### src/hdl/fwbc_pkg.sv
// Shared types, codes, field layout and the control-store contents of the block cache controller.
// No dependencies; imported by every module of the block.
package fwbc_pkg;

    localparam int SLOTS       = 16;
    localparam int BLOCK_BYTES = 4096;

    localparam int SLOT_W  = $clog2(SLOTS);
    localparam int CNT_W   = $clog2(SLOTS + 1);
    localparam int OFF_W   = $clog2(BLOCK_BYTES);

    localparam int OP_W    = 2;
    localparam int FID_W   = 10;
    localparam int ADDR_W  = 32;
    localparam int LEN_W   = 13;
    localparam int KIND_W  = 2;
    localparam int SLOTF_W = 4;
    localparam int CAP_W   = 5;

    // beat layouts
    localparam int IN_FID_LSB  = 0;
    localparam int IN_ADDR_LSB = IN_FID_LSB + FID_W;
    localparam int IN_WLEN_LSB = IN_ADDR_LSB + ADDR_W;
    localparam int IN_USED_W   = IN_WLEN_LSB + LEN_W;
    localparam int IN_DATA_W   = ((IN_USED_W + 7) / 8) * 8;

    localparam int OUT_FID_LSB  = 0;
    localparam int OUT_ADDR_LSB = OUT_FID_LSB + FID_W;
    localparam int OUT_LEN_LSB  = OUT_ADDR_LSB + ADDR_W;
    localparam int OUT_SLOT_LSB = OUT_LEN_LSB + LEN_W;
    localparam int OUT_HIT_BIT  = OUT_SLOT_LSB + SLOTF_W;
    localparam int OUT_SAT_BIT  = OUT_HIT_BIT + 1;
    localparam int OUT_USED_W   = OUT_SAT_BIT + 1;
    localparam int OUT_DATA_W   = ((OUT_USED_W + 7) / 8) * 8;
    localparam int OUT_PAD_W    = OUT_DATA_W - OUT_USED_W;

    localparam logic [CAP_W-1:0] CAP_RESET = CAP_W'(SLOTS);

    // operations
    localparam logic [OP_W-1:0] OP_READ  = 2'd0;
    localparam logic [OP_W-1:0] OP_WRITE = 2'd1;
    localparam logic [OP_W-1:0] OP_SYNC  = 2'd2;
    localparam logic [OP_W-1:0] OP_NONE  = 2'd3;

    // result kinds
    localparam logic [KIND_W-1:0] KIND_WB        = 2'd0;
    localparam logic [KIND_W-1:0] KIND_FETCH     = 2'd1;
    localparam logic [KIND_W-1:0] KIND_DONE      = 2'd2;
    localparam logic [KIND_W-1:0] KIND_SYNC_DONE = 2'd3;

    // sequencer steps
    localparam int STEP_W = 3;
    localparam logic [STEP_W-1:0] ST_IDLE      = 3'd0;
    localparam logic [STEP_W-1:0] ST_LOOKUP    = 3'd1;
    localparam logic [STEP_W-1:0] ST_CHECK     = 3'd2;
    localparam logic [STEP_W-1:0] ST_EVICT     = 3'd3;
    localparam logic [STEP_W-1:0] ST_ALLOC     = 3'd4;
    localparam logic [STEP_W-1:0] ST_DONE      = 3'd5;
    localparam logic [STEP_W-1:0] ST_SYNC      = 3'd6;
    localparam logic [STEP_W-1:0] ST_SYNC_DONE = 3'd7;

    // datapath actions
    localparam int ACT_W = 3;
    localparam logic [ACT_W-1:0] ACT_NONE   = 3'd0;
    localparam logic [ACT_W-1:0] ACT_LATCH  = 3'd1;
    localparam logic [ACT_W-1:0] ACT_LOOKUP = 3'd2;
    localparam logic [ACT_W-1:0] ACT_EVICT  = 3'd3;
    localparam logic [ACT_W-1:0] ACT_ALLOC  = 3'd4;
    localparam logic [ACT_W-1:0] ACT_UPDATE = 3'd5;
    localparam logic [ACT_W-1:0] ACT_SYNC   = 3'd6;

    // emit qualifiers
    localparam int EM_W = 2;
    localparam logic [EM_W-1:0] EM_NONE   = 2'd0;
    localparam logic [EM_W-1:0] EM_ALWAYS = 2'd1;
    localparam logic [EM_W-1:0] EM_VICTIM = 2'd2;
    localparam logic [EM_W-1:0] EM_SYNC   = 2'd3;

    // jump conditions; not taken means step + 1
    localparam int JC_W = 3;
    localparam logic [JC_W-1:0] JC_NEXT     = 3'd0;
    localparam logic [JC_W-1:0] JC_ALWAYS   = 3'd1;
    localparam logic [JC_W-1:0] JC_SYNC     = 3'd2;
    localparam logic [JC_W-1:0] JC_HIT      = 3'd3;
    localparam logic [JC_W-1:0] JC_NO_EVICT = 3'd4;
    localparam logic [JC_W-1:0] JC_MORE     = 3'd5;

    typedef struct packed {
        logic              need_cmd;
        logic [ACT_W-1:0]  act;
        logic [EM_W-1:0]   emit;
        logic [KIND_W-1:0] kind;
        logic [JC_W-1:0]   jc;
        logic [STEP_W-1:0] target;
    } uword_t;

    typedef struct packed {
        logic              take;
        logic              go;
        logic [ACT_W-1:0]  act;
        logic              emit;
        logic [KIND_W-1:0] kind;
    } ctl_t;

    typedef struct packed {
        logic hit;
        logic need_evict;
        logic cur_dirty;
        logic cur_len_nz;
        logic cur_last;
    } slot_stat_t;

    typedef struct packed {
        logic       cmd_ok;
        logic       is_sync;
        logic       out_free;
        slot_stat_t slot;
    } stat_t;

    function automatic uword_t ucode(input logic [STEP_W-1:0] step);
        uword_t w;
        w = '0;
        case (step)
            ST_IDLE:
            begin
                w.need_cmd = 1'b1;
                w.act      = ACT_LATCH;
                w.jc       = JC_SYNC;
                w.target   = ST_SYNC;
            end
            ST_LOOKUP:
            begin
                w.act    = ACT_LOOKUP;
                w.jc     = JC_HIT;
                w.target = ST_DONE;
            end
            ST_CHECK:
            begin
                w.jc     = JC_NO_EVICT;
                w.target = ST_ALLOC;
            end
            ST_EVICT:
            begin
                w.act  = ACT_EVICT;
                w.emit = EM_VICTIM;
                w.kind = KIND_WB;
            end
            ST_ALLOC:
            begin
                w.act  = ACT_ALLOC;
                w.emit = EM_ALWAYS;
                w.kind = KIND_FETCH;
            end
            ST_DONE:
            begin
                w.act    = ACT_UPDATE;
                w.emit   = EM_ALWAYS;
                w.kind   = KIND_DONE;
                w.jc     = JC_ALWAYS;
                w.target = ST_IDLE;
            end
            ST_SYNC:
            begin
                w.act    = ACT_SYNC;
                w.emit   = EM_SYNC;
                w.kind   = KIND_WB;
                w.jc     = JC_MORE;
                w.target = ST_SYNC;
            end
            ST_SYNC_DONE:
            begin
                w.emit   = EM_ALWAYS;
                w.kind   = KIND_SYNC_DONE;
                w.jc     = JC_ALWAYS;
                w.target = ST_IDLE;
            end
            default:
            begin
                w.jc     = JC_ALWAYS;
                w.target = ST_IDLE;
            end
        endcase
        return w;
    endfunction

endpackage

### src/hdl/fwbc_sequencer.sv
// Step counter and control-store fetch; resolves stalls, emit qualifiers and jumps.
// Depends on fwbc_pkg (microword layout and program).
module fwbc_sequencer
    import fwbc_pkg::*;
(
    input  logic  clk,
    input  logic  rst_n,
    input  stat_t stat,
    output ctl_t  ctl
);

    logic [STEP_W-1:0] step_reg;
    logic [STEP_W-1:0] step_next;
    uword_t            uw;
    logic              emit_now;
    logic              stall;
    logic              jump;

    assign uw = ucode(step_reg);

    always_comb
    begin
        case (uw.emit)
            EM_ALWAYS: emit_now = 1'b1;
            EM_VICTIM: emit_now = stat.slot.cur_dirty;
            EM_SYNC:   emit_now = stat.slot.cur_dirty && stat.slot.cur_len_nz;
            default:   emit_now = 1'b0;
        endcase

        // hold the step while waiting for a command or for room in the output register
        stall = (uw.need_cmd && !stat.cmd_ok) || (emit_now && !stat.out_free);

        case (uw.jc)
            JC_ALWAYS:   jump = 1'b1;
            JC_SYNC:     jump = stat.is_sync;
            JC_HIT:      jump = stat.slot.hit;
            JC_NO_EVICT: jump = !stat.slot.need_evict;
            JC_MORE:     jump = !stat.slot.cur_last;
            default:     jump = 1'b0;
        endcase

        step_next = step_reg;
        if (!stall)
        begin
            step_next = jump ? uw.target : step_reg + 1'b1;
        end
    end

    always_ff @(posedge clk or negedge rst_n)
    begin
        if (!rst_n)
        begin
            step_reg <= ST_IDLE;
        end
        else
        begin
            step_reg <= step_next;
        end
    end

    assign ctl.take = uw.need_cmd;
    assign ctl.go   = !stall;
    assign ctl.act  = uw.act;
    assign ctl.emit = emit_now && !stall;
    assign ctl.kind = uw.kind;

endmodule

### src/hdl/fwbc_slot_store.sv
// Slot state of the cache: valid/dirty bits, tags, file handles, valid lengths, FIFO ring.
// Depends on fwbc_pkg; driven by the control word from fwbc_sequencer.
module fwbc_slot_store
    import fwbc_pkg::*;
(
    input  logic              clk,
    input  logic              rst_n,
    input  ctl_t              ctl,
    input  logic [CAP_W-1:0]  cap,
    input  logic [ADDR_W-1:0] base,
    input  logic [FID_W-1:0]  fid,
    input  logic              wr,
    input  logic [OFF_W-1:0]  offset,
    input  logic [LEN_W-1:0]  wlen,
    output slot_stat_t        sstat,
    output logic [SLOT_W-1:0] cur,
    output logic [SLOT_W-1:0] alloc_slot,
    output logic [FID_W-1:0]  cur_file,
    output logic [ADDR_W-1:0] cur_tag,
    output logic [LEN_W-1:0]  cur_len,
    output logic [LEN_W-1:0]  new_len,
    output logic              sat,
    output logic              hit_q
);

    logic [SLOTS-1:0]  valid_reg;
    logic [SLOTS-1:0]  dirty_reg;
    logic [ADDR_W-1:0] tag_reg  [SLOTS];
    logic [FID_W-1:0]  file_reg [SLOTS];
    logic [LEN_W-1:0]  len_reg  [SLOTS];
    logic [SLOT_W-1:0] oldest_reg;
    logic [CNT_W-1:0]  filled_reg;
    logic [SLOT_W-1:0] cur_reg;
    logic              hit_q_reg;

    logic              hit_any;
    logic [SLOT_W-1:0] hit_idx;
    logic [CNT_W-1:0]  cap_eff;
    logic [CNT_W:0]    ring_sum;
    logic [SLOT_W-1:0] oldest_inc;
    logic [LEN_W:0]    end_sum;
    logic              end_over;
    logic [LEN_W-1:0]  end_clip;

    // parallel tag compare, lowest matching slot wins
    always_comb
    begin
        hit_any = 1'b0;
        hit_idx = '0;
        for (int i = SLOTS - 1; i >= 0; i--)
        begin
            if (valid_reg[i] && tag_reg[i] == base)
            begin
                hit_any = 1'b1;
                hit_idx = SLOT_W'(i);
            end
        end
    end

    always_comb
    begin
        if (cap == '0)
            cap_eff = CNT_W'(1);
        else if (32'(cap) > SLOTS)
            cap_eff = CNT_W'(SLOTS);
        else
            cap_eff = CNT_W'(cap);
    end

    // next free slot is the one after the youngest
    assign ring_sum   = (CNT_W + 1)'(oldest_reg) + (CNT_W + 1)'(filled_reg);
    assign alloc_slot = (32'(ring_sum) >= SLOTS) ? SLOT_W'(32'(ring_sum) - SLOTS)
                                                 : SLOT_W'(ring_sum);
    assign oldest_inc = (oldest_reg == SLOT_W'(SLOTS - 1)) ? '0 : oldest_reg + 1'b1;

    assign cur      = cur_reg;
    assign cur_file = file_reg[cur_reg];
    assign cur_tag  = tag_reg[cur_reg];
    assign cur_len  = len_reg[cur_reg];
    assign hit_q    = hit_q_reg;

    // write end, clipped at the block end
    assign end_sum  = (LEN_W + 1)'(offset) + (LEN_W + 1)'(wlen);
    assign end_over = end_sum > (LEN_W + 1)'(BLOCK_BYTES);
    assign end_clip = end_over ? LEN_W'(BLOCK_BYTES) : LEN_W'(end_sum);
    assign new_len  = (wr && end_clip > cur_len) ? end_clip : cur_len;
    assign sat      = wr && end_over;

    assign sstat.hit        = hit_any;
    assign sstat.need_evict = filled_reg >= cap_eff;
    assign sstat.cur_dirty  = valid_reg[cur_reg] && dirty_reg[cur_reg];
    assign sstat.cur_len_nz = cur_len != '0;
    assign sstat.cur_last   = cur_reg == SLOT_W'(SLOTS - 1);

    always_ff @(posedge clk or negedge rst_n)
    begin
        if (!rst_n)
        begin
            valid_reg  <= '0;
            dirty_reg  <= '0;
            oldest_reg <= '0;
            filled_reg <= '0;
            cur_reg    <= '0;
            hit_q_reg  <= 1'b0;
        end
        else if (ctl.go)
        begin
            case (ctl.act)
                ACT_LATCH:
                begin
                    cur_reg <= '0;
                end
                ACT_LOOKUP:
                begin
                    hit_q_reg <= hit_any;
                    cur_reg   <= hit_any ? hit_idx : oldest_reg;
                end
                ACT_EVICT:
                begin
                    valid_reg[cur_reg] <= 1'b0;
                    dirty_reg[cur_reg] <= 1'b0;
                    oldest_reg         <= oldest_inc;
                    filled_reg         <= filled_reg - 1'b1;
                end
                ACT_ALLOC:
                begin
                    valid_reg[alloc_slot] <= 1'b1;
                    dirty_reg[alloc_slot] <= 1'b0;
                    filled_reg            <= filled_reg + 1'b1;
                    cur_reg               <= alloc_slot;
                end
                ACT_UPDATE:
                begin
                    if (wr)
                    begin
                        dirty_reg[cur_reg] <= 1'b1;
                    end
                end
                ACT_SYNC:
                begin
                    dirty_reg[cur_reg] <= 1'b0;
                    cur_reg            <= cur_reg + 1'b1;
                end
                default:
                begin
                end
            endcase
        end
    end

    always_ff @(posedge clk)
    begin
        if (ctl.go && ctl.act == ACT_ALLOC)
        begin
            tag_reg[alloc_slot]  <= base;
            file_reg[alloc_slot] <= fid;
            len_reg[alloc_slot]  <= '0;
        end
        else if (ctl.go && ctl.act == ACT_UPDATE)
        begin
            len_reg[cur_reg] <= new_len;
        end
    end

endmodule

### src/hdl/fifo_write_back_block_cache.sv
// Top level of the FIFO write-back block cache controller: command latch, output register,
// capacity register. Depends on fwbc_pkg, fwbc_sequencer and fwbc_slot_store.
//
//   channel  dir  signals                                 beat
//   s_*      in   tvalid/tready, tuser=op, tdata          one access or sync command
//   m_*      out  tvalid/tready, tuser=kind, tdata, tlast writeback, fetch or done result
//   cfg_*    in   wr_en, wr_data                          capacity limit, no handshake
//
// A command is taken in the idle step; a hit access then runs lookup and done, a miss
// lookup, check, an eviction step when full, fetch and done; sync takes one step per slot.
// Every result beat goes through one output register; a step that emits waits while
// that register is still full and not being taken.
// Reset clears valid and dirty bits, ring pointer and fill count, and sets the limit to 16.
module fifo_write_back_block_cache
    import fwbc_pkg::*;
(
    input  logic                  clk,
    input  logic                  rst_n,
    input  logic                  s_tvalid,
    output logic                  s_tready,
    input  logic [IN_DATA_W-1:0]  s_tdata,   // file_id, byte_address, write_length, pad
    input  logic [OP_W-1:0]       s_tuser,   // op
    output logic                  m_tvalid,
    input  logic                  m_tready,
    output logic [OUT_DATA_W-1:0] m_tdata,   // file_id_out, block_address, length, slot, hit,
                                             // saturated, pad
    output logic [KIND_W-1:0]     m_tuser,   // kind
    output logic                  m_tlast,
    input  logic                  cfg_wr_en,
    input  logic [CAP_W-1:0]      cfg_wr_data
);

    logic [CAP_W-1:0]      cap_reg;
    logic [OP_W-1:0]       op_reg;
    logic [FID_W-1:0]      fid_reg;
    logic [ADDR_W-1:0]     addr_reg;
    logic [LEN_W-1:0]      wlen_reg;

    logic                  out_valid_reg;
    logic [OUT_DATA_W-1:0] out_data_reg;
    logic [KIND_W-1:0]     out_kind_reg;
    logic                  out_last_reg;

    ctl_t                  ctl;
    stat_t                 stat;
    slot_stat_t            sstat;
    logic [ADDR_W-1:0]     base;
    logic [SLOT_W-1:0]     cur;
    logic [SLOT_W-1:0]     alloc_slot;
    logic [FID_W-1:0]      cur_file;
    logic [ADDR_W-1:0]     cur_tag;
    logic [LEN_W-1:0]      cur_len;
    logic [LEN_W-1:0]      new_len;
    logic                  sat;
    logic                  hit_q;

    logic [FID_W-1:0]      e_fid;
    logic [ADDR_W-1:0]     e_addr;
    logic [LEN_W-1:0]      e_len;
    logic [SLOTF_W-1:0]    e_slot;
    logic                  e_hit;
    logic                  e_sat;
    logic                  e_last;

    assign base = {addr_reg[ADDR_W-1:OFF_W], {OFF_W{1'b0}}};

    assign stat.cmd_ok   = s_tvalid && s_tuser != OP_NONE;
    assign stat.is_sync  = s_tuser == OP_SYNC;
    assign stat.out_free = !out_valid_reg || m_tready;
    assign stat.slot     = sstat;

    fwbc_sequencer u_seq (
        .clk   (clk),
        .rst_n (rst_n),
        .stat  (stat),
        .ctl   (ctl)
    );

    fwbc_slot_store u_store (
        .clk        (clk),
        .rst_n      (rst_n),
        .ctl        (ctl),
        .cap        (cap_reg),
        .base       (base),
        .fid        (fid_reg),
        .wr         (op_reg == OP_WRITE),
        .offset     (addr_reg[OFF_W-1:0]),
        .wlen       (wlen_reg),
        .sstat      (sstat),
        .cur        (cur),
        .alloc_slot (alloc_slot),
        .cur_file   (cur_file),
        .cur_tag    (cur_tag),
        .cur_len    (cur_len),
        .new_len    (new_len),
        .sat        (sat),
        .hit_q      (hit_q)
    );

    // ready in the command step; an unused op is taken and dropped there
    assign s_tready = ctl.take;

    always_ff @(posedge clk or negedge rst_n)
    begin
        if (!rst_n)
        begin
            cap_reg <= CAP_RESET;
        end
        else if (cfg_wr_en)
        begin
            cap_reg <= cfg_wr_data;
        end
    end

    always_ff @(posedge clk)
    begin
        if (ctl.go && ctl.act == ACT_LATCH)
        begin
            op_reg   <= s_tuser;
            fid_reg  <= s_tdata[IN_FID_LSB +: FID_W];
            addr_reg <= s_tdata[IN_ADDR_LSB +: ADDR_W];
            wlen_reg <= s_tdata[IN_WLEN_LSB +: LEN_W];
        end
    end

    always_comb
    begin
        e_fid  = '0;
        e_addr = '0;
        e_len  = '0;
        e_slot = '0;
        e_hit  = 1'b0;
        e_sat  = 1'b0;
        e_last = 1'b0;
        case (ctl.kind)
            KIND_WB:
            begin
                e_fid  = cur_file;
                e_addr = cur_tag;
                // eviction writes the whole block, sync only the valid part
                e_len  = (op_reg == OP_SYNC) ? cur_len : LEN_W'(BLOCK_BYTES);
                e_slot = SLOTF_W'(cur);
            end
            KIND_FETCH:
            begin
                e_fid  = fid_reg;
                e_addr = base;
                e_slot = SLOTF_W'(alloc_slot);
            end
            KIND_DONE:
            begin
                e_fid  = cur_file;
                e_addr = base;
                e_len  = new_len;
                e_slot = SLOTF_W'(cur);
                e_hit  = hit_q;
                e_sat  = sat;
                e_last = 1'b1;
            end
            KIND_SYNC_DONE:
            begin
                e_last = 1'b1;
            end
            default:
            begin
            end
        endcase
    end

    always_ff @(posedge clk or negedge rst_n)
    begin
        if (!rst_n)
        begin
            out_valid_reg <= 1'b0;
        end
        else if (ctl.emit)
        begin
            out_valid_reg <= 1'b1;
        end
        else if (m_tready)
        begin
            out_valid_reg <= 1'b0;
        end
    end

    always_ff @(posedge clk)
    begin
        if (ctl.emit)
        begin
            out_data_reg <= {{OUT_PAD_W{1'b0}}, e_sat, e_hit, e_slot, e_len, e_addr, e_fid};
            out_kind_reg <= ctl.kind;
            out_last_reg <= e_last;
        end
    end

    assign m_tvalid = out_valid_reg;
    assign m_tdata  = out_data_reg;
    assign m_tuser  = out_kind_reg;
    assign m_tlast  = out_last_reg;

endmodule

### config.mk
export PLATFORM = sky130hd
export DESIGN_NAME = fifo_write_back_block_cache
export DESIGN_NICKNAME = d
export VERILOG_FILES = /design/src/hdl/fwbc_pkg.sv /design/src/hdl/fwbc_sequencer.sv /design/src/hdl/fwbc_slot_store.sv /design/src/hdl/fifo_write_back_block_cache.sv
export SDC_FILE = /design/constraint.sdc
export NUM_CORES = 1
export LEC_CHECK = 0
export ABC_CLOCK_PERIOD_IN_PS = 12900
export BUFFER_PORTS_ARGS = -buffer_cell sky130_fd_sc_hd__buf_2
export CORE_MARGIN = 2
export CORE_UTILIZATION = 42
export DETAILED_ROUTE_END_ITERATION = 12
export GPL_TIMING_DRIVEN = 0
export PLACE_DENSITY_LB_ADDON = 0.2
export REMOVE_ABC_BUFFERS = 1
export SYNTH_ARGS = -nofsm -noshare
export SYNTH_HDL_FRONTEND = slang
export SYNTH_HIERARCHICAL = 1
export SYNTH_SLANG_ARGS = --single-unit
### constraint.sdc
create_clock -name clk -period 12.9 [get_ports clk]
set_input_delay 0.645 -clock clk [delete_from_list [all_inputs] [get_ports clk]]
set_output_delay 0.645 -clock clk [all_outputs]
set_load 0.02 [all_outputs]
==> flow_summary.yaml <==
outcome:
  outcome: "complete, but fails checks"
  violations: "hold timing"
pwr:
  powerDensity_nw_per_um2: 228
  p_total_uw: 13400
  p_leak_uw: 0.0195
  vdd_drop_max_v: 0.000169
synth:
  synth_ff_type: "edfxtp_1"
  ys.warnings.count: 6
  yosysTopAreaCell: "edfxtp_1"
  synth.mux.area_fraction_pct: 12.7
  synth-edff-count: 1001
  synthesis.area_um2: 49900
  synth-adder-area-share_pct: 1.50
  synth_cell_types: 91
  synthCells: 3117
  synth.top_cell.area_share_pct: 60.3
  yosys.area_share.simple_pct: 7.48
  synth_top_family_by_area: "multiplexers"
  ys_seq_area_share_pct: 63.0
  yosys-top-cells-area: "edfxtp_1 60%, mux4_2 12%, xor2_1 5.7%"
  synth-xor-area-share_pct: 9.39
  synth_compound_area_share_pct: 3.92
  syn_avg_cell_area_um2: 16.0
  ys_async_sr_fraction_pct: 5.21
  ys_ff_latch: 1056
place:
  dp.cells: 4924
  globalplace.congestion: 0.977
  pre_cts_slack_ps: 5620
  place_hpwl_um: 114000
  port-buffer-count: 132
critical_path:
  max_stage_delay_ps: 810
  crit_arrival_ps: 7680
  cp-end-kind: "register"
  crit_chain: "buf_16 -> buf_16 -> mux4_2 -> mux4_2 -> or4_1 -> nor4_1 -> nand4_1 -> and2_1 -> or2_4 -> o21ai_4 -> nand2_2 -> inv_1 -> and3_1 -> nand3_1 -> nor2_4 -> buf_16 -> buf_16"
  required_ps: 13300
  crit_slowest_cell: "nor2_4"
  cp-start-kind: "register"
  cp_num_buf_inv: 5
  cpMostUsedCell: "buf_16"
  path_max_fanout: 40
  worstSetupPathType: "register to register"
  cp_top_family: "simple AND/OR/NAND/NOR gates"
drt:
  drt-initial-drc-count: 3711
  wl_per_cell_um: 30.3
  drt-pass1-iter-count: 5
  vias: 30400
  routed_wl_um: 156000
  drcViolationCount: 0
  vias_per_cell: 5.91
  ant_nets: 0
cts:
  ctsHoldBuffers: 0
  htreeDepth: 3
  clk_path_buf_depth: 3
  root_buffer: "clkbuf_16"
  numCtsBuffers: 116
  postCtsSetupRepairBufs: 0
  clkTransAtPathRegs_ps: 60
  cts_tree: "done"
  cts.sinks: 1056
  clk_latency_ps: 720
  ctsResizeCount: 0
finish:
  finish.utilization_pct: 49.8
  drive_above_1_share_pct: 21.4
  area_growth_pct: 17.7
  largest_reg_flops: 512
  final_nets: 3632
  finalNonFillerCells: 5144
sta:
  setup_viol: 0
  finalCritPeriodShare_pct: 56.4
  fmax_ghz: 0.137
  skew_ps: 29.9
  tightest_slew_ps: 1410
  fin_ws_ps: 5620
  min_period_ps: 7280
  relSlewSlack_pct: 5.88
  slew_viol_final: 0
  whs_ps: -7.00
  hold_violations: 4
  rsz0062_at_grt: "false"
floorplan:
  die_w_um: 349
  die-area_um2: 122000
  pin_count: 137
  std_cell_rows: 126
  dieHeight_um: 349
  initial_core_util_pct: 42.3
  coreArea_um2: 118000
global_route:
  grt_use_total_pct: 25.5
  grt_start_max_net_pins: 60
  grt_pass1_wl_um: 220000
  use_met1_pct: 36.1
  grt_pass1_vias: 29700
  antenna_found_initial: 13
  overflow: 0
  gr-max-usage-layer: "met2"
  use_met2_pct: 39.8
  use_met3_pct: 4.70
hold_path:
  hold_class: "input pin to async pin"
run:
  maxCapViolations: 0
worst reg2reg max path, stage by stage (launching register included):
cell and delay [ps]:
dfrtp_4 700, buf_16 310, buf_16 400, mux4_2 600
mux4_2 570, or4_1 580, nor4_1 190, nand4_1 200
and2_1 210, or2_4 250, o21ai_4 190, nand2_2 120
inv_1 330, and3_1 400, nand3_1 610, nor2_4 820
buf_16 250, buf_16 210
cells in the mapped netlist, types with 6 or more instances:
cell type,n
or4_1,10
nor3_1,35
inv_1,35
buf_4,6
nor3b_1,7
or2_2,7
dfrtp_1,54
edfxtp_1,1001
nor4b_1,8
mux4_2,276
nand2_1,102
nor2b_1,19
o41ai_1,8
and2_1,24
a21oi_1,62
nor2_1,92
clkbuf_1,87
o21ai_1,10
nand3_1,49
ha_1,55
o22ai_1,19
o31ai_1,15
nand2b_1,21
nand4b_1,13
o21a_1,7
buf_1,9
nor4_1,134
a31oi_1,21
a21o_1,15
a41oi_1,6
xnor2_1,208
nand4_1,104
o21ai_0,51
xor2_1,325
buf_2,75
a22oi_1,21
and3_1,20
a22o_1,11
final cells by class:
type,count,area [µm²]
clock buffers,146,3090
well taps,1536,1920
fillers,9938,59200
multi-input cells,2047,18500
clock inverters,70,583
diodes,4,10.0
repair buffers,248,3010
flip-flops and latches,1056,31500
inverters,37,139
power by group:
group	internal, µW	switching [µW]	total [µW]
logic	1940	3260	5200
registers	4530	414	4940
clock network	1850	1380	3230
total	8320	5060	13400
layout by cell type (no fill, tap or decap), types with 26 or more instances in the layout:
cell       Yosys  routed
o21ai_0       51      50
nor4_1       134     134
nor2_1        92      59
nand2_1      102     102
clkinv_1       1      28
mux4_2       276     276
buf_16         0      52
xnor2_1      208     208
inv_1         35      35
nand3_1       49      49
conb_1         1     207
buf_2         75     131
a21oi_1       62      61
clkbuf_1      87      26
nand4_1      104     104
clkbuf_16      0     119
ha_1          55      54
nor3_1        35      35
dfrtp_1       54      50
xor2_1       325     325
edfxtp_1    1001    1001
layer usage:
| layer | vias to the layer above | share of wire (%) |
|---|---|---|
| met3 | 220 | 8.7 |
| met1 | 15800 | 41 |
| li1 | 13000 | - |
| met5 | - | 0.0045 |
| met2 | 1465 | 46 |
| met4 | 2 | 3.4 |
through the flow:
step | cell area, µm² | setup TNS [ps]
after floorplan | 49800 | -1795460
after global placement | 52400 | -
after detailed placement | 55000 | 0
after CTS | 58700 | 0
after global routing | 58700 | 0
final | 58700 | 0
cell families after synthesis:
family,after synthesis
flip-flops,1056
AND/OR/NAND/NOR,670
XOR/XNOR,534
AO/OA/AOI/OAI,289
multiplexers,289
buffers and inverters,220
adder cells (fa/ha/maj),58
other,1
final timing paths:
check / slack (ps) / endpoint / from / cells after the start
setup / recovery: 5620 / u_store/tag_reg[7][9]$_DFFE_PP_ / u_store/cur[0]$_DFFE_PN0P_ / 17
hold / removal: -7 / cap_reg[1]$_DFFE_PN0P_ / rst_n / 1
setup reg to reg: 5620 / u_store/tag_reg[7][9]$_DFFE_PP_ / u_store/cur[0]$_DFFE_PN0P_ / 17
hold reg to reg: 480 / u_store/filled_reg[4]$_DFFE_PN0P_ / u_store/filled_reg[4]$_DFFE_PN0P_ / 1
max in group asynchronous: 12290 / u_store/cur[1]$_DFFE_PN0P_ / rst_n / 1
min in group clk: 100 / wlen_reg[10]$_DFFE_PP_ / s_tdata[52] / 1
No activity file was read; power rests on OpenSTA's default activity.
